File: config.mk
export PLATFORM = sky130hd
export DESIGN_NAME = hsv_to_rgb_with_dim_curve_unit
export DESIGN_NICKNAME = d
export VERILOG_FILES = /design/src/rtl/hrd_pkg.sv /design/src/rtl/hrd_front.sv /design/src/rtl/hrd_ramp.sv /design/src/rtl/hsv_to_rgb_with_dim_curve_unit.sv
export VERILOG_INCLUDE_DIRS = /design/src /design/src/rtl
export SDC_FILE = /design/constraint.sdc
export NUM_CORES = 1
export LEC_CHECK = 0
export BUFFER_PORTS_ARGS = -buffer_cell sky130_fd_sc_hd__buf_2
export CAP_MARGIN = 40
export CORE_ASPECT_RATIO = 0.7
export CORE_UTILIZATION = 55
export CTS_BUF_LIST = sky130_fd_sc_hd__clkbuf_4
export DETAILED_ROUTE_END_ITERATION = 8
export PLACE_DENSITY = 0.81
export SETUP_SLACK_MARGIN = 0.3
export SLEW_MARGIN = 20
export SYNTH_ARGS = -nofsm -noshare
export SYNTH_HDL_FRONTEND = slang
export SYNTH_SLANG_ARGS = --single-unit
File: constraint.sdc
create_clock -name clk -period 6.1 [get_ports clk]
set_input_delay 0.915 -clock clk [delete_from_list [all_inputs] [get_ports clk]]
set_output_delay 0.915 -clock clk [all_outputs]
set_load 0.1 [all_outputs]
File: src/rtl/hsv_to_rgb_with_dim_curve_unit_defines.svh
// ----------------------------------------------------------------------------
// HSV to RGB unit: assertion macros
// Shared concurrent assertion forms, clocked on clk, held off during reset.
// ----------------------------------------------------------------------------
`ifndef HSV_TO_RGB_WITH_DIM_CURVE_UNIT_DEFINES_SVH
`define HSV_TO_RGB_WITH_DIM_CURVE_UNIT_DEFINES_SVH

// Check an implication on every clock edge outside reset.
`define HRD_ASSERT(label, prop, msg) \
	label: assert property (@(posedge clk) disable iff (!arst_n) prop) else $error(msg);

// Check a condition that must hold whenever a trigger is seen.
`define HRD_ASSERT_WHEN(label, trig, cond, msg) \
	`HRD_ASSERT(label, (trig) |-> (cond), msg)

`endif

File: src/rtl/hrd_pkg.sv
// ----------------------------------------------------------------------------
// HSV to RGB package
// Dimming curve, sector codes, divide-by-60 constants and stage types.
// ----------------------------------------------------------------------------
package hrd_pkg;

	typedef logic [2:0] sector_t;

	localparam sector_t SECT_RED_UP_GREEN   = 3'd0;
	localparam sector_t SECT_GREEN_DOWN_RED = 3'd1;
	localparam sector_t SECT_GREEN_UP_BLUE  = 3'd2;
	localparam sector_t SECT_BLUE_DOWN_GRN  = 3'd3;
	localparam sector_t SECT_BLUE_UP_RED    = 3'd4;
	localparam sector_t SECT_RED_DOWN_BLUE  = 3'd5;

	localparam logic [8:0] HUE_MAX    = 9'd359;
	localparam logic [5:0] SECTOR_DEG = 6'd60;
	localparam logic [7:0] FULL_SCALE = 8'hFF;

	// floor(p / 60) == (p * 17477) >> 20 for every p below 15360
	localparam logic [14:0] RECIP_60    = 15'd17477;
	localparam int          RECIP_SHIFT = 20;

	localparam logic [7:0] DIM_ROM [256] = '{
		8'd0,   8'd1,   8'd1,   8'd2,   8'd2,   8'd2,   8'd2,   8'd2,
		8'd2,   8'd3,   8'd3,   8'd3,   8'd3,   8'd3,   8'd3,   8'd3,
		8'd3,   8'd3,   8'd3,   8'd3,   8'd3,   8'd3,   8'd3,   8'd4,
		8'd4,   8'd4,   8'd4,   8'd4,   8'd4,   8'd4,   8'd4,   8'd4,
		8'd4,   8'd4,   8'd4,   8'd5,   8'd5,   8'd5,   8'd5,   8'd5,
		8'd5,   8'd5,   8'd5,   8'd5,   8'd5,   8'd6,   8'd6,   8'd6,
		8'd6,   8'd6,   8'd6,   8'd6,   8'd6,   8'd7,   8'd7,   8'd7,
		8'd7,   8'd7,   8'd7,   8'd7,   8'd8,   8'd8,   8'd8,   8'd8,
		8'd8,   8'd8,   8'd9,   8'd9,   8'd9,   8'd9,   8'd9,   8'd9,
		8'd10,  8'd10,  8'd10,  8'd10,  8'd10,  8'd11,  8'd11,  8'd11,
		8'd11,  8'd11,  8'd12,  8'd12,  8'd12,  8'd12,  8'd12,  8'd13,
		8'd13,  8'd13,  8'd13,  8'd14,  8'd14,  8'd14,  8'd14,  8'd15,
		8'd15,  8'd15,  8'd16,  8'd16,  8'd16,  8'd16,  8'd17,  8'd17,
		8'd17,  8'd18,  8'd18,  8'd18,  8'd19,  8'd19,  8'd19,  8'd20,
		8'd20,  8'd20,  8'd21,  8'd21,  8'd22,  8'd22,  8'd22,  8'd23,
		8'd23,  8'd24,  8'd24,  8'd25,  8'd25,  8'd25,  8'd26,  8'd26,
		8'd27,  8'd27,  8'd28,  8'd28,  8'd29,  8'd29,  8'd30,  8'd30,
		8'd31,  8'd32,  8'd32,  8'd33,  8'd33,  8'd34,  8'd35,  8'd35,
		8'd36,  8'd36,  8'd37,  8'd38,  8'd38,  8'd39,  8'd40,  8'd40,
		8'd41,  8'd42,  8'd43,  8'd43,  8'd44,  8'd45,  8'd46,  8'd47,
		8'd48,  8'd48,  8'd49,  8'd50,  8'd51,  8'd52,  8'd53,  8'd54,
		8'd55,  8'd56,  8'd57,  8'd58,  8'd59,  8'd60,  8'd61,  8'd62,
		8'd63,  8'd64,  8'd65,  8'd66,  8'd68,  8'd69,  8'd70,  8'd71,
		8'd73,  8'd74,  8'd75,  8'd76,  8'd78,  8'd79,  8'd81,  8'd82,
		8'd83,  8'd85,  8'd86,  8'd88,  8'd90,  8'd91,  8'd93,  8'd94,
		8'd96,  8'd98,  8'd99,  8'd101, 8'd103, 8'd105, 8'd107, 8'd109,
		8'd110, 8'd112, 8'd114, 8'd116, 8'd118, 8'd121, 8'd123, 8'd125,
		8'd127, 8'd129, 8'd132, 8'd134, 8'd136, 8'd139, 8'd141, 8'd144,
		8'd146, 8'd149, 8'd151, 8'd154, 8'd157, 8'd159, 8'd162, 8'd165,
		8'd168, 8'd171, 8'd174, 8'd177, 8'd180, 8'd183, 8'd186, 8'd190,
		8'd193, 8'd196, 8'd200, 8'd203, 8'd207, 8'd211, 8'd214, 8'd218,
		8'd222, 8'd226, 8'd230, 8'd234, 8'd238, 8'd242, 8'd248, 8'd255
	};

	// Stage 2 word: levels and ramp fraction ready for the ramp multiply
	typedef struct packed {
		logic [7:0] val;
		logic [7:0] base;
		logic [5:0] frac;
		sector_t    sector;
		logic       grey;
	} hrd_mid_t;

	// Stage 4 word: ramp step divided by 60, levels alongside
	typedef struct packed {
		logic [7:0] quot;
		logic [7:0] val;
		logic [7:0] base;
		sector_t    sector;
		logic       grey;
	} hrd_ramp_t;

	// Per-stage advance enables from the top-level flow control
	typedef struct packed {
		logic s1;
		logic s2;
		logic s3;
		logic s4;
	} hrd_adv_t;

endpackage

File: src/rtl/hrd_front.sv
// ----------------------------------------------------------------------------
// HSV to RGB front end
// Stage 1: dimming lookups and hue sector split. Stage 2: base level product.
// ----------------------------------------------------------------------------
module hrd_front (
	input  logic             clk,
	input  hrd_pkg::hrd_adv_t adv,
	input  logic [8:0]       hue_degrees,
	input  logic [7:0]       saturation_in,
	input  logic [7:0]       brightness_in,
	output hrd_pkg::hrd_mid_t mid_s2
);
	import hrd_pkg::*;

	logic [8:0]  hue_sat;
	sector_t     sector;
	logic [8:0]  sector_start;
	logic [8:0]  pos_wide;
	logic [7:0]  val_s1;
	logic [7:0]  inv_s1;
	sector_t     sector_s1;
	logic [5:0]  pos_s1;
	logic [15:0] base_prod;
	logic        ramp_down;

	// Clamp out-of-range hue into the last sector
	assign hue_sat = (hue_degrees > HUE_MAX) ? HUE_MAX : hue_degrees;

	always_comb begin
		if (hue_sat >= 9'd300) begin
			sector       = SECT_RED_DOWN_BLUE;
			sector_start = 9'd300;
		end else if (hue_sat >= 9'd240) begin
			sector       = SECT_BLUE_UP_RED;
			sector_start = 9'd240;
		end else if (hue_sat >= 9'd180) begin
			sector       = SECT_BLUE_DOWN_GRN;
			sector_start = 9'd180;
		end else if (hue_sat >= 9'd120) begin
			sector       = SECT_GREEN_UP_BLUE;
			sector_start = 9'd120;
		end else if (hue_sat >= 9'd60) begin
			sector       = SECT_GREEN_DOWN_RED;
			sector_start = 9'd60;
		end else begin
			sector       = SECT_RED_UP_GREEN;
			sector_start = 9'd0;
		end
	end

	assign pos_wide = hue_sat - sector_start;

	always_ff @(posedge clk) begin
		if (adv.s1) begin
			val_s1    <= DIM_ROM[brightness_in];
			inv_s1    <= DIM_ROM[FULL_SCALE - saturation_in];
			sector_s1 <= sector;
			pos_s1    <= pos_wide[5:0];
		end
	end

	// inv_s1 is the dimming curve value of 255 minus the saturation
	assign base_prod = 16'(inv_s1) * 16'(val_s1);
	assign ramp_down = (sector_s1 == SECT_GREEN_DOWN_RED) ||
	                   (sector_s1 == SECT_BLUE_DOWN_GRN)  ||
	                   (sector_s1 == SECT_RED_DOWN_BLUE);

	always_ff @(posedge clk) begin
		if (adv.s2) begin
			mid_s2.val    <= val_s1;
			mid_s2.base   <= base_prod[15:8];
			mid_s2.frac   <= ramp_down ? (SECTOR_DEG - pos_s1) : pos_s1;
			mid_s2.sector <= sector_s1;
			mid_s2.grey   <= (inv_s1 == FULL_SCALE);
		end
	end

endmodule

File: src/rtl/hrd_ramp.sv
// ----------------------------------------------------------------------------
// HSV to RGB ramp
// Stage 3: span times fraction. Stage 4: reciprocal divide by 60.
// ----------------------------------------------------------------------------
module hrd_ramp (
	input  logic              clk,
	input  hrd_pkg::hrd_adv_t  adv,
	input  hrd_pkg::hrd_mid_t  mid_s2,
	output hrd_pkg::hrd_ramp_t ramp_s4
);
	import hrd_pkg::*;

	logic [7:0]  span;
	logic [13:0] prod_s3;
	logic [7:0]  val_s3;
	logic [7:0]  base_s3;
	sector_t     sector_s3;
	logic        grey_s3;
	logic [28:0] recip_prod;

	// base never exceeds val, so the span fits eight bits
	assign span = mid_s2.val - mid_s2.base;

	always_ff @(posedge clk) begin
		if (adv.s3) begin
			prod_s3   <= 14'(span) * 14'(mid_s2.frac);
			val_s3    <= mid_s2.val;
			base_s3   <= mid_s2.base;
			sector_s3 <= mid_s2.sector;
			grey_s3   <= mid_s2.grey;
		end
	end

	assign recip_prod = 29'(prod_s3) * 29'(RECIP_60);

	always_ff @(posedge clk) begin
		if (adv.s4) begin
			ramp_s4.quot   <= recip_prod[RECIP_SHIFT +: 8];
			ramp_s4.val    <= val_s3;
			ramp_s4.base   <= base_s3;
			ramp_s4.sector <= sector_s3;
			ramp_s4.grey   <= grey_s3;
		end
	end

endmodule

File: src/rtl/hsv_to_rgb_with_dim_curve_unit.sv
// ----------------------------------------------------------------------------
// HSV to RGB converter with dimming curve
// An accepted input word moves through ranks s1, s2, s3, s4, s5 to the output.
// Throughput: one word per cycle when not stalled; each stage holds only while
// the stage after it is full and blocked, so bubbles close up on output stall.
// Reset: arst_n clears all stage valid bits at once; the data path is not reset.
// ----------------------------------------------------------------------------
module hsv_to_rgb_with_dim_curve_unit (
	input  logic       clk,
	input  logic       arst_n,
	input  logic       in_valid,
	output logic       in_stall,
	input  logic [8:0] hue_degrees,
	input  logic [7:0] saturation_in,
	input  logic [7:0] brightness_in,
	output logic       out_valid,
	input  logic       out_stall,
	output logic [7:0] red_out,
	output logic [7:0] green_out,
	output logic [7:0] blue_out
);
	import hrd_pkg::*;

	`include "hsv_to_rgb_with_dim_curve_unit_defines.svh"

	// Stage valid flags, one per register rank
	logic      valid_s1;
	logic      valid_s2;
	logic      valid_s3;
	logic      valid_s4;
	logic      valid_s5;
	logic      adv_s5;
	logic      pipe_full;
	logic      grey_load;
	hrd_adv_t  adv;
	hrd_mid_t  mid_s2;
	hrd_ramp_t ramp_s4;
	logic [7:0] ramp_lvl;
	logic [7:0] red_s5;
	logic [7:0] green_s5;
	logic [7:0] blue_s5;

	// A stage may load when it is empty or its current word moves on
	assign adv_s5 = !valid_s5 || !out_stall;
	assign adv.s4 = !valid_s4 || adv_s5;
	assign adv.s3 = !valid_s3 || adv.s4;
	assign adv.s2 = !valid_s2 || adv.s3;
	assign adv.s1 = !valid_s1 || adv.s2;

	// Hold the input only when every rank is full and the output is blocked
	assign in_stall = !adv.s1;

	always_ff @(posedge clk or negedge arst_n) begin
		if (!arst_n) begin
			valid_s1 <= 1'b0;
			valid_s2 <= 1'b0;
			valid_s3 <= 1'b0;
			valid_s4 <= 1'b0;
			valid_s5 <= 1'b0;
		end else begin
			if (adv.s1) begin
				valid_s1 <= in_valid;
			end
			if (adv.s2) begin
				valid_s2 <= valid_s1;
			end
			if (adv.s3) begin
				valid_s3 <= valid_s2;
			end
			if (adv.s4) begin
				valid_s4 <= valid_s3;
			end
			if (adv_s5) begin
				valid_s5 <= valid_s4;
			end
		end
	end

	// Stages 1 and 2: dimming curve, sector split, base level
	hrd_front u_front (
		.clk           (clk),
		.adv           (adv),
		.hue_degrees   (hue_degrees),
		.saturation_in (saturation_in),
		.brightness_in (brightness_in),
		.mid_s2        (mid_s2)
	);

	// Stages 3 and 4: ramp step and divide by 60
	hrd_ramp u_ramp (
		.clk     (clk),
		.adv     (adv),
		.mid_s2  (mid_s2),
		.ramp_s4 (ramp_s4)
	);

	// Stage 5: add the base back and steer levels to channels
	assign ramp_lvl = ramp_s4.quot + ramp_s4.base;

	always_ff @(posedge clk) begin
		if (adv_s5) begin
			if (ramp_s4.grey) begin
				// Zero saturation: grey at the dimmed value, hue ignored
				red_s5   <= ramp_s4.val;
				green_s5 <= ramp_s4.val;
				blue_s5  <= ramp_s4.val;
			end else begin
				case (ramp_s4.sector)
					SECT_RED_UP_GREEN: begin
						red_s5   <= ramp_s4.val;
						green_s5 <= ramp_lvl;
						blue_s5  <= ramp_s4.base;
					end
					SECT_GREEN_DOWN_RED: begin
						red_s5   <= ramp_lvl;
						green_s5 <= ramp_s4.val;
						blue_s5  <= ramp_s4.base;
					end
					SECT_GREEN_UP_BLUE: begin
						red_s5   <= ramp_s4.base;
						green_s5 <= ramp_s4.val;
						blue_s5  <= ramp_lvl;
					end
					SECT_BLUE_DOWN_GRN: begin
						red_s5   <= ramp_s4.base;
						green_s5 <= ramp_lvl;
						blue_s5  <= ramp_s4.val;
					end
					SECT_BLUE_UP_RED: begin
						red_s5   <= ramp_lvl;
						green_s5 <= ramp_s4.base;
						blue_s5  <= ramp_s4.val;
					end
					default: begin
						red_s5   <= ramp_s4.val;
						green_s5 <= ramp_s4.base;
						blue_s5  <= ramp_lvl;
					end
				endcase
			end
		end
	end

	assign out_valid = valid_s5;
	assign red_out   = red_s5;
	assign green_out = green_s5;
	assign blue_out  = blue_s5;

	// Every rank holds a word; a grey word moves into the output rank
	assign pipe_full = valid_s1 && valid_s2 && valid_s3 && valid_s4 && valid_s5;
	assign grey_load = valid_s4 && adv_s5 && ramp_s4.grey;

	// Input is only held back when the whole pipe is full behind a blocked output
	`HRD_ASSERT_WHEN(a_stall_full, in_stall, pipe_full && out_stall, "input held with room")
	// An accepted word lands in the first rank
	`HRD_ASSERT(a_accept_lands, (in_valid && !in_stall) |=> valid_s1, "accepted word lost")
	// A grey word leaves with all three channels equal
	`HRD_ASSERT(a_grey_equal, grey_load |=> (green_out == red_out && blue_out == red_out), "bad grey")

endmodule
==> results.env, run 1 <==
SYNTHTOLAYOUTAREAGROWTH_PCT=5.113
CTS_ROOT_BUFFER='clkbuf_4'
WORST_PIN_SLEW_PS=829.6
INSTANCES_NO_FILL=1838
HTREE_NUM_LEVELS=4
TIMING_LIMITED_MAXIMUM_FREQUENCY_GHz=0.1835
WORST-ENDPOINT-REQUIRED_PS=6380
R2R_END='u_ramp.prod_s3[13]'
SYNTH.AREA.TOP_CELLS='edfxtp_1 (29%), ha_1 (16%), fa_1 (12%)'
FINAL_MAX_SLEW_VIOL_COUNT=0
MOST_CROWDED_LAYER_AFTER_GLOBAL_ROUTING='met2'
REG2REG_DEPTH=21
STATUS='finished, final reports clean'
LARGEST_NET_DEGREE_AT_THE_START_OF_GLOBAL_ROUTING=69
SYNTH-ASYNC-RESET-RATIO_PCT=3.521
USE_MET3_PCT=5.421
SYNTH_AREA_LEADER_CELL='edfxtp_1'
CLK-INSERTION-DELAY-LATE_PS=570
CRITICAL_PATH_PEAK_FANOUT=6
FILLERS=2033
PROPORTION_OF_LAYOUT_CELLS_WITH_A_DRIVE_SUFFIX_ABOVE_1_PCT=8.069
REGTOREGSTARTPOINT='u_front.mid_s2[11]'
PORTBUFFERS=54
SETUP.WORST_PATH.CLASS='flip-flop to flip-flop'
FINALSETUPVIOLATIONS=0
MIN_PATH_TYPE='primary input to async pin'
SYNTH_TOP_AREA_SHARE_PCT=28.83
CP-ENDPOINT='u_ramp.prod_s3[13]'
SEQUENTIAL_CELL_AREA_SQ_MM=0.004239
SKEW_PS=35.06
ROUTE.FINAL.WIRE_LENGTH_MICRONS=32390
SYNTH_CELL_TYPES=78
WORST_SLEW_MARGIN_REL_PCT=44.49
TRACK_USAGE_PCT=25.12
SYNTH_AREA_SQ_MM=0.01427
GP_CONGESTION=0.9506
MAXCAPVIOLATIONS=0
HOLD_VIOLATIONS=0
CTS_INSERTED_BUFFERS=17
RSZ_0062_RAISED_AFTER_GLOBAL_ROUTING='no'
DRT_FIRST_PASS_ITERS=6
WL_PER_CELL_MICRONS=17.62
MIN_PERIOD_PS=5450
INITIAL_UTILIZATION_PCT=56.97
DETAIL_ROUTE.VIAS_PER_CELL=6.083
VIA_COUNT=11181
SYN_AREA_PER_CELL_SQ_UM=9.569
BOUNDARYPINS=55
WORST-ENDPOINT-ARRIVAL_PS=5730
YS_FF_LATCH=142
COUNT_OF_INSTANCES_RESIZED_AFTER_THE_CLOCK_TREE_IS_BUILT=0
HPWLAFTERDP_MICRONS=24500
SYNTH_TOP_FLOP_CELL='edfxtp_1'
REG2REG_SETUP_SLACK_PS=650
SYNTH_EDF_COUNT=137
MET2_USAGE_PCT=39.13
DIE-HEIGHT_MICRONS=136.8
MULTI_INPUT_COMBINATIONAL_CELL_AREA_SQ_MM=0.009042
CLKSINKCOUNT=142
CTS_BUFFER_DEPTH=2
PLACE.DETAILED.INSTANCES=1804
TRITONCTS='done'
CRITPATHCAPTURETYPE='flip-flop'
NUM-NETS-FINAL=1793
FINALSETUPTNS_PS=0
CTS.REPORTEDPATHS.CLKPINSLEW_PS=140
PLACEMENTROWS=48
FIRST_GLOBAL_VIAS=10781
STARTPOINT='u_front.mid_s2[11]'
STARTPOINT_TYPE='flip-flop'
POST-ROUTE-PERIOD-UTIL_PCT=89.34
OVERFLOW=0
CHIPWIDTH_MICRONS=194.5
YOSYSWARNINGS=0
SYNTH_SEQUENTIAL_AREA_RATIO_PCT=29.71
FLOORPLAN.DIE_AREA_SQ_MM=0.02660
POST-ROUTE-DRC-COUNT=0
DRT-INITIAL-DRC-COUNT=1203
COREAREA_SQ_MM=0.02504
HOLD_BUFFERS=0
ANTENNA_FOUND_INITIAL=1
NUMBER_OF_STANDARD_CELLS_AFTER_SYNTHESIS=1491
GRT_USE_MET1_PCT=35.85
GRT_FIRST_PASS_WIRELENGTH_MICRONS=53550
CTS_POST_SETUP_BUFFERS_INSERTED=0
FINAL_ANTENNA_NET_COUNT=0
SYN_NETS=1785
## routing by layer
metal,up-vias,wire length [microns]
met5,-,0
met3,46,2657
met1,5303,14860
met2,534,14440
li1,5298,-
met4,0,434
## registers in the layout, summed over array words and instances, names as in the netlist, 3 cells and up
register and cells:
blue_out 8, green_out 8, red_out 8, u_front.inv_s1 8
u_front.mid_s2 26, u_front.pos_s1 6, u_front.sector_s1 3, u_front.val_s1 8
u_ramp.base_s3 8, u_ramp.prod_s3 14, u_ramp.ramp_s4 28, u_ramp.sector_s3 3
u_ramp.val_s3 8
## cells by family after synthesis
family                     Yosys count  share of synthesized area [%]
adders and majority gates          266                          27.68
and+or+nand+nor                    388                          13.16
muxes                               20                          2.306
xor gates and xnor gates            45                          2.762
buffers and inverters              241                          6.910
AOI/OAI and AO/OA                  389                          17.47
DFF                                142                          29.71
## placed cells by master (no fill, tap or decap), drive strengths merged, types with 31 or more instances in the layout
cell	count
ha	182
nor2b	31
nor2	82
edfxtp	137
o21ai	102
buf	63
nand2	129
xnor2	32
and2	62
fa	83
inv	175
a21oi	109
## worst max-delay path, stage by stage (launching register included)
cell	delay, ps
edfxtp_1	460
inv_1	90
ha_1	220
nor2b_1	120
o21ai_0	200
a21boi_0	150
o21ai_0	270
nor2b_1	200
xnor2_1	250
nand2_1	130
fa_1	520
fa_1	440
fa_1	550
inv_1	40
ha_1	340
nor2b_1	150
o21ai_0	200
a21boi_0	160
o21ai_0	260
a21oi_1	180
nor4_1	200
a311oi_1	80
## cell type report
type	instances	area share, %
Timing Repair Buffer	63	2.570
Multi-Input combinational cell	1108	60.30
Clock inverter	15	1.110
Clock buffer	17	0.8510
Antenna cell	1	0.01669
Tap cell	325	2.711
Sequential cell	142	28.27
Inverter	167	4.180
## how the worst min path moves through the flow
stage / endpoint / slack (ps) / depth (start not counted)
after global routing: valid_s3 / 80 / 1
after global placement: u_ramp.ramp_s4[8] / 400 / 0
final: valid_s3 / 140 / 1
after floorplan: u_ramp.grey_s3 / 400 / 0
after CTS: valid_s3 / 100 / 1
after detailed placement: u_ramp.ramp_s4[11] / 400 / 0
## per-stage QoR
step	utilization, %	worst slack, ps	hold slack, ps	area [sq um]
after floorplan	-	1207	400.3	14270
after global placement	58.36	936.3	401.3	14620
after detailed placement	58.64	716.0	404.5	14690
after CTS	59.81	648.9	103.7	14980
after global routing	59.88	308.8	81.04	15000
final	59.88	650.5	141.2	15000
## Yosys cell counts, types with 7 or more instances
master,instances
edfxtp_1,137
o22ai_1,11
ha_1,182
a21o_1,12
fa_1,83
a21oi_1,105
o21ai_0,93
inv_1,161
and2_1,62
o21a_1,7
xor2_1,13
o21ai_1,8
nor2_1,81
o221ai_1,9
a31oi_1,10
mux2i_1,7
nand2_1,128
nor3_1,23
a21boi_0,7
clkbuf_1,32
and3_1,7
mux4_2,10
nand4_1,7
o31ai_1,8
a22oi_1,21
nand3_1,10
nand2b_1,23
buf_2,32
o211ai_1,13
nor2b_1,30
a211oi_1,17
xnor2_1,32
Power of run 1 is not shown: default switching activity piles up to over one toggle a cycle in this logic, so the estimate is an artifact.
==> run 2: changes to the inputs <==
--- a/config.mk
+++ b/config.mk
@@ -12,7 +12,7 @@
 export CORE_UTILIZATION = 55
 export CTS_BUF_LIST = sky130_fd_sc_hd__clkbuf_4
 export DETAILED_ROUTE_END_ITERATION = 8
-export PLACE_DENSITY = 0.81
+export PLACE_DENSITY = 0.72
 export SETUP_SLACK_MARGIN = 0.3
 export SLEW_MARGIN = 20
 export SYNTH_ARGS = -nofsm -noshare
==> run 2 against run 1 <==
  * Via count fell by 0.89%
  * Non-clock buffer count up 1
  * Worst setup slack lost 46 ps
  * Utilization barely moved
  * Count of clock-buffer cells in the layout is 1 higher
  * Critical path depth shrank 1
  * Critical path type unchanged
  * Critical endpoint is now u_ramp.prod_s3[12]
==> results.env, run 2 (synthesized netlist as in run 1, its figures left out) <==
STATUS='finished, final reports clean'
ROUTED-WL-MET3_MICRONS=1883
MAXCAPVIOLATIONS=0
WORST_PIN_SLEW_PS=816.5
SETUP.WORST_PATH.CLASS='flip-flop to flip-flop'
CLK-INSERTION-DELAY-LATE_PS=580
COREAREA_SQ_MM=0.02504
CRITICAL_PATH.CELL_CHAIN='inv_1 > ha_1 > nor2b_1 > o21ai_0 > a21boi_0 > o21ai_0 > nor2b_1 > xnor2_1 > nand2_1 > fa_1 > fa_1 > fa_1 > inv_1 > ha_1 > a21oi_2 > o21ai_1 > a2111o_1 > a31o_1 > a21oi_2 > xnor2_1'
FINALSETUPTNS_PS=0
MIN_PERIOD_PS=5496
CRITICAL-PATH-TOP-CELL-BY-COUNT='fa_1'
SYNTHTOLAYOUTAREAGROWTH_PCT=5.156
INITIAL_UTILIZATION_PCT=56.97
TRACK_USAGE_PCT=24.27
NUM-NETS-FINAL=1794
FINAL_ANTENNA_NET_COUNT=0
PORTBUFFERS=54
PLACEMENTROWS=48
R2R_END='u_ramp.prod_s3[12]'
WORST-ENDPOINT-REQUIRED_PS=6420
CTS.REPORTEDPATHS.CLKPINSLEW_PS=130
SKEW_PS=24.77
OVERFLOW=0
CLKSINKCOUNT=142
DIE-HEIGHT_MICRONS=136.8
SLOWEST_DELAY_PS=550
CTS_ROOT_BUFFER='clkbuf_4'
HOLD_VIOLATIONS=0
FINALSETUPVIOLATIONS=0
TOPROUTINGLAYERUSED='met4'
RSZ_0062_RAISED_AFTER_GLOBAL_ROUTING='no'
FLOORPLAN.DIE_AREA_SQ_MM=0.02660
DETAIL_ROUTE.VIAS_PER_CELL=6.029
REG_TOP3='u_ramp.ramp_s4 (28), u_front.mid_s2 (26), u_ramp.prod_s3 (14)'
MET2_WIRELENGTH_MICRONS=13930
ROUTE.FINAL.WIRE_LENGTH_MICRONS=31080
DESIGN_AREA_SQ_MM=0.01500
CTS_POST_SETUP_BUFFERS_INSERTED=0
PLACE_AREA_SQ_MM=0.01469
TRITONCTS='done'
CRITICAL_PATH_PEAK_FANOUT=6
STARTPOINT='u_front.mid_s2[11]'
TIMING_LIMITED_MAXIMUM_FREQUENCY_GHz=0.1820
MOST-COMMON-LAYOUT-CELLS='ha_1 (182), inv_1 (161), edfxtp_1 (137)'
ANTENNA_FOUND_INITIAL=1
M1WIRELENGTH_MICRONS=14750
LARGEST_REGISTER_FFS=28
GRT_FIRST_PASS_WIRELENGTH_MICRONS=51880
REG2REG_DEPTH=20
CHIPWIDTH_MICRONS=194.5
FIRST_GLOBAL_VIAS=10470
BOUNDARYPINS=55
POST-ROUTE-DRC-COUNT=0
HTREE_NUM_LEVELS=4
LARGEST_NET_DEGREE_AT_THE_START_OF_GLOBAL_ROUTING=59
REGTOREGSTARTPOINT='u_front.mid_s2[11]'
WL_PER_CELL_MICRONS=16.91
FINAL_MAX_SLEW_VIOL_COUNT=0
DRT_FIRST_PASS_ITERS=7
CTS_INSERTED_BUFFERS=17
MIN_PATH_TYPE='primary input to async pin'
HPWLAFTERDP_MICRONS=23670
LARGEST-REGISTER='u_ramp.ramp_s4'
TIMING.CRITICAL_PATH.SLOWEST_STAGE_CELL='fa_1'
PROPORTION_OF_LAYOUT_CELLS_WITH_A_DRIVE_SUFFIX_ABOVE_1_PCT=8.135
POST-ROUTE-PERIOD-UTIL_PCT=90.10
DRT-INITIAL-DRC-COUNT=943
VIA_COUNT=11082
STARTPOINT_TYPE='flip-flop'
WORST_HOLD_SLACK_PS=132.5
WORST-ENDPOINT-ARRIVAL_PS=5820
WORST_SLEW_MARGIN_REL_PCT=45.57
CRITPATHCAPTURETYPE='flip-flop'
MOST_FREQUENT_STANDARD_CELL_IN_THE_LAYOUT_EXCLUDING_FILL_AND_TAP_CELLS='ha_1'
CTS_BUFFER_DEPTH=2
GP_CONGESTION=0.9221
REG2REG_SETUP_SLACK_PS=600
run 2: changes by cell type in the layout (fill, tap and decap cells not counted), sizes merged:
cell	before	now
inv	175	171
clkinvlp	1	4
buf	63	64
clkbuf	17	18
clkinv	5	4
run 2: per-layer routing:
metal	vias to the layer above	global-route usage [%]
met5	-	0
met4	0	6.217
met2	413	38.03
met3	48	3.746
li1	5302	-
met1	5319	35.22
run 2: cell type report:
type,count,area [sq um]
Clock inverter,13,130.1
Antenna cell,1,2.502
Clock buffer,18,135.1
Sequential cell,142,4239
Fill cell,2135,10040
Tap cell,325,406.6
Timing Repair Buffer,64,412.9
Multi-Input combinational cell,1108,9050
Inverter,167,626.9
run 2: critical path, delay by kind of cell, from the launching register on:
family	cells	cell delay (ps)
AND/OR/NAND/NOR	3	470
XOR/XNOR	2	340
AO/OA/AOI/OAI	8	1830
adder cells (fa/ha/maj)	5	2050
flip-flops	1	450
buffers and inverters	2	120
run 2: worst max path at each step:
stage | endpoint | slack, ps | depth (start not counted)
after global routing | u_ramp.prod_s3[13] | 310 | 21
after global placement | u_ramp.prod_s3[12] | 840 | 20
after floorplan | u_ramp.prod_s3[12] | 1210 | 20
after CTS | u_ramp.prod_s3[13] | 660 | 21
after detailed placement | u_ramp.prod_s3[13] | 730 | 21
final | u_ramp.prod_s3[12] | 600 | 20
run 2: repair_timing:
| item | 4_1_cts | 5_1_grt |
|---|---|---|
| resized for setup | 0 | 2 |
| hold buffers | 0 | 0 |
| endpoints found under the setup margin | 0 | 2 |
run 2: per-stage QoR:
| stage | std cells | worst slack, ps | util (%) |
|---|---|---|---|
| 2_1_floorplan | 1491 | 1207 | - |
| 3_3_place_gp | 1800 | 843.5 | 58.36 |
| 3_5_place_dp | 1804 | 727.1 | 58.67 |
| 4_1_cts | 1835 | 656.3 | 59.73 |
| 5_1_grt | 1838 | 312.3 | 59.91 |
| 6_report | 1838 | 604.1 | 59.91 |
Power of run 2 is left out for the same reason.
==> run 3: changes to the inputs <==
--- a/config.mk
+++ b/config.mk
@@ -9,10 +9,10 @@
 export BUFFER_PORTS_ARGS = -buffer_cell sky130_fd_sc_hd__buf_2
 export CAP_MARGIN = 40
 export CORE_ASPECT_RATIO = 0.7
-export CORE_UTILIZATION = 55
+export CORE_UTILIZATION = 40
 export CTS_BUF_LIST = sky130_fd_sc_hd__clkbuf_4
 export DETAILED_ROUTE_END_ITERATION = 8
-export PLACE_DENSITY = 0.72
+export PLACE_DENSITY = 0.56
 export SETUP_SLACK_MARGIN = 0.3
 export SLEW_MARGIN = 20
 export SYNTH_ARGS = -nofsm -noshare
==> run 3 against run 2 <==
  * Final cell count grew 8.0%
  * First-iteration DRC count is 12% higher
  * Design area rose by 0.93%
  * Die area increased by 37%
==> results.env, run 3 (synthesized netlist as in run 1, its figures left out) <==
STATUS='finished, final reports clean'
SYNTHTOLAYOUTAREAGROWTH_PCT=6.139
CTS_ROOT_BUFFER='clkbuf_4'
CLKSINKCOUNT=142
TRITONCTS='done'
MAXCAPVIOLATIONS=0
LARGEST-REGISTER='u_ramp.ramp_s4'
ROUTE.FINAL.WIRE_LENGTH_MICRONS=32730
CRITPATHCAPTURETYPE='flip-flop'
POST-ROUTE-PERIOD-UTIL_PCT=87.69
INITIAL_UTILIZATION_PCT=40.91
CHIPWIDTH_MICRONS=227.7
DIE-HEIGHT_MICRONS=160.0
NUM-NETS-FINAL=1793
TIMING_LIMITED_MAXIMUM_FREQUENCY_GHz=0.1870
CTS_INSERTED_BUFFERS=17
WORST_PIN_SLEW_PS=827.9
MIN_PERIOD_PS=5349
DETAIL_ROUTE.VIAS_PER_CELL=5.453
MOST_FREQUENT_STANDARD_CELL_IN_THE_LAYOUT_EXCLUDING_FILL_AND_TAP_CELLS='ha_1'
REG_TOP3='u_ramp.ramp_s4 (28), u_front.mid_s2 (26), u_ramp.prod_s3 (14)'
CLK-INSERTION-DELAY-LATE_PS=580
HTREE_NUM_LEVELS=4
FIRST_GLOBAL_VIAS=10510
DRT_FIRST_PASS_ITERS=5
BOUNDARYPINS=55
SKEW_PS=15.09
POST-ROUTE-DRC-COUNT=0
PLACEMENTROWS=57
GP_CONGESTION=0.8733
MIN_PATH_TYPE='primary input to async pin'
VIA_COUNT=10825
SETUP.WORST_PATH.CLASS='flip-flop to flip-flop'
CRITICAL_PATH_PEAK_FANOUT=6
FINALSETUPVIOLATIONS=0
STARTPOINT_TYPE='flip-flop'
MOST-COMMON-LAYOUT-CELLS='ha_1 (182), inv_1 (161), edfxtp_1 (137)'
HOLD_VIOLATIONS=0
CTS_BUFFER_DEPTH=2
FINAL_MAX_SLEW_VIOL_COUNT=0
HOLD_BUFFERS=0
LARGEST_NET_DEGREE_AT_THE_START_OF_GLOBAL_ROUTING=55
CTS_POST_SETUP_BUFFERS_INSERTED=0
WORST-ENDPOINT-ARRIVAL_PS=5700
PROPORTION_OF_LAYOUT_CELLS_WITH_A_DRIVE_SUFFIX_ABOVE_1_PCT=8.140
FILLERS=3380
PORTBUFFERS=54
WL_PER_CELL_MICRONS=16.49
RSZ_0062_RAISED_AFTER_GLOBAL_ROUTING='no'
LARGEST_REGISTER_FFS=28
FINALSETUPTNS_PS=0
ANTENNA_FOUND_INITIAL=2
FLOORPLAN.DIE_AREA_SQ_MM=0.03644
DRT-INITIAL-DRC-COUNT=1054
HPWLAFTERDP_MICRONS=25190
WORST_SLEW_MARGIN_REL_PCT=44.81
CTS.REPORTEDPATHS.CLKPINSLEW_PS=130
COREAREA_SQ_MM=0.03487
WORST-ENDPOINT-REQUIRED_PS=6450
GRT_FIRST_PASS_WIRELENGTH_MICRONS=55120
TRACK_USAGE_PCT=18.62
FINAL_ANTENNA_NET_COUNT=0
OVERFLOW=0
-- run 3: final timing paths --
check,start,to,slack [ps],depth (start not counted)
setup / recovery,u_front.mid_s2[11],u_ramp.prod_s3[12],750,20
hold / removal,arst_n,valid_s2,140,1
setup reg to reg,u_front.mid_s2[11],u_ramp.prod_s3[12],750,20
hold reg to reg,u_ramp.base_s3[7],u_ramp.ramp_s4[11],430,0
max in group asynchronous,arst_n,out_valid,5820,1
min in group clk,u_ramp.base_s3[7],u_ramp.ramp_s4[11],430,0
-- run 3: worst max-delay path, stage by stage, from the launching register on --
cell	delay [ps]
edfxtp_1	460
inv_1	90
ha_1	220
nor2b_1	120
o21ai_0	200
a21boi_0	150
o21ai_0	260
nor2b_1	200
xnor2_1	250
nand2_1	130
fa_1	520
fa_1	440
fa_1	540
inv_1	40
ha_1	330
a21oi_2	170
o21ai_1	100
a2111o_1	440
a31o_1	230
a21oi_2	140
xnor2_1	90
-- run 3: layer usage --
layer | global-route usage (%) | part of all wire, %
met2 | 27.34 | 42
met3 | 3.446 | 5.1
met5 | 0 | 0
met1 | 28.44 | 52
met4 | 3.378 | 0.51
-- run 3: cell type report --
cell class / count / area [sq um] / share of cell area [%]
clock buffer: 17 / 127.6 / 0.8428
antenna: 2 / 5.005 / 0.03305
inverter: 167 / 626.9 / 4.139
tap: 472 / 590.6 / 3.900
clock inverter: 14 / 135.1 / 0.8923
multi-input combinational: 1108 / 9046 / 59.74
sequential: 142 / 4239 / 27.99
timing repair buffer: 63 / 372.9 / 2.462
-- run 3: through the flow --
| step | hold slack (ps) | instance area (sq um) | setup WS (ps) | util [%] | cells |
|---|---|---|---|---|---|
| after floorplan | 400.3 | 14270 | 1207 | - | 1491 |
| after global placement | 404.2 | 14810 | 824.9 | 42.46 | 1948 |
| after detailed placement | 404.5 | 14860 | 782.8 | 42.60 | 1951 |
| after CTS | 82.53 | 15120 | 677.7 | 43.35 | 1982 |
| after global routing | 68.13 | 15140 | 306.3 | 43.42 | 1985 |
| final | 136.5 | 15140 | 751.2 | 43.42 | 1985 |
-- run 3: repair_timing --
| item | in CTS | in global routing |
|---|---|---|
| setup endpoints to repair | 0 | 1 |
| resized for setup | 0 | 2 |
| hold endpoints to repair | 0 | 0 |
Power of run 3 is left out for the same reason.
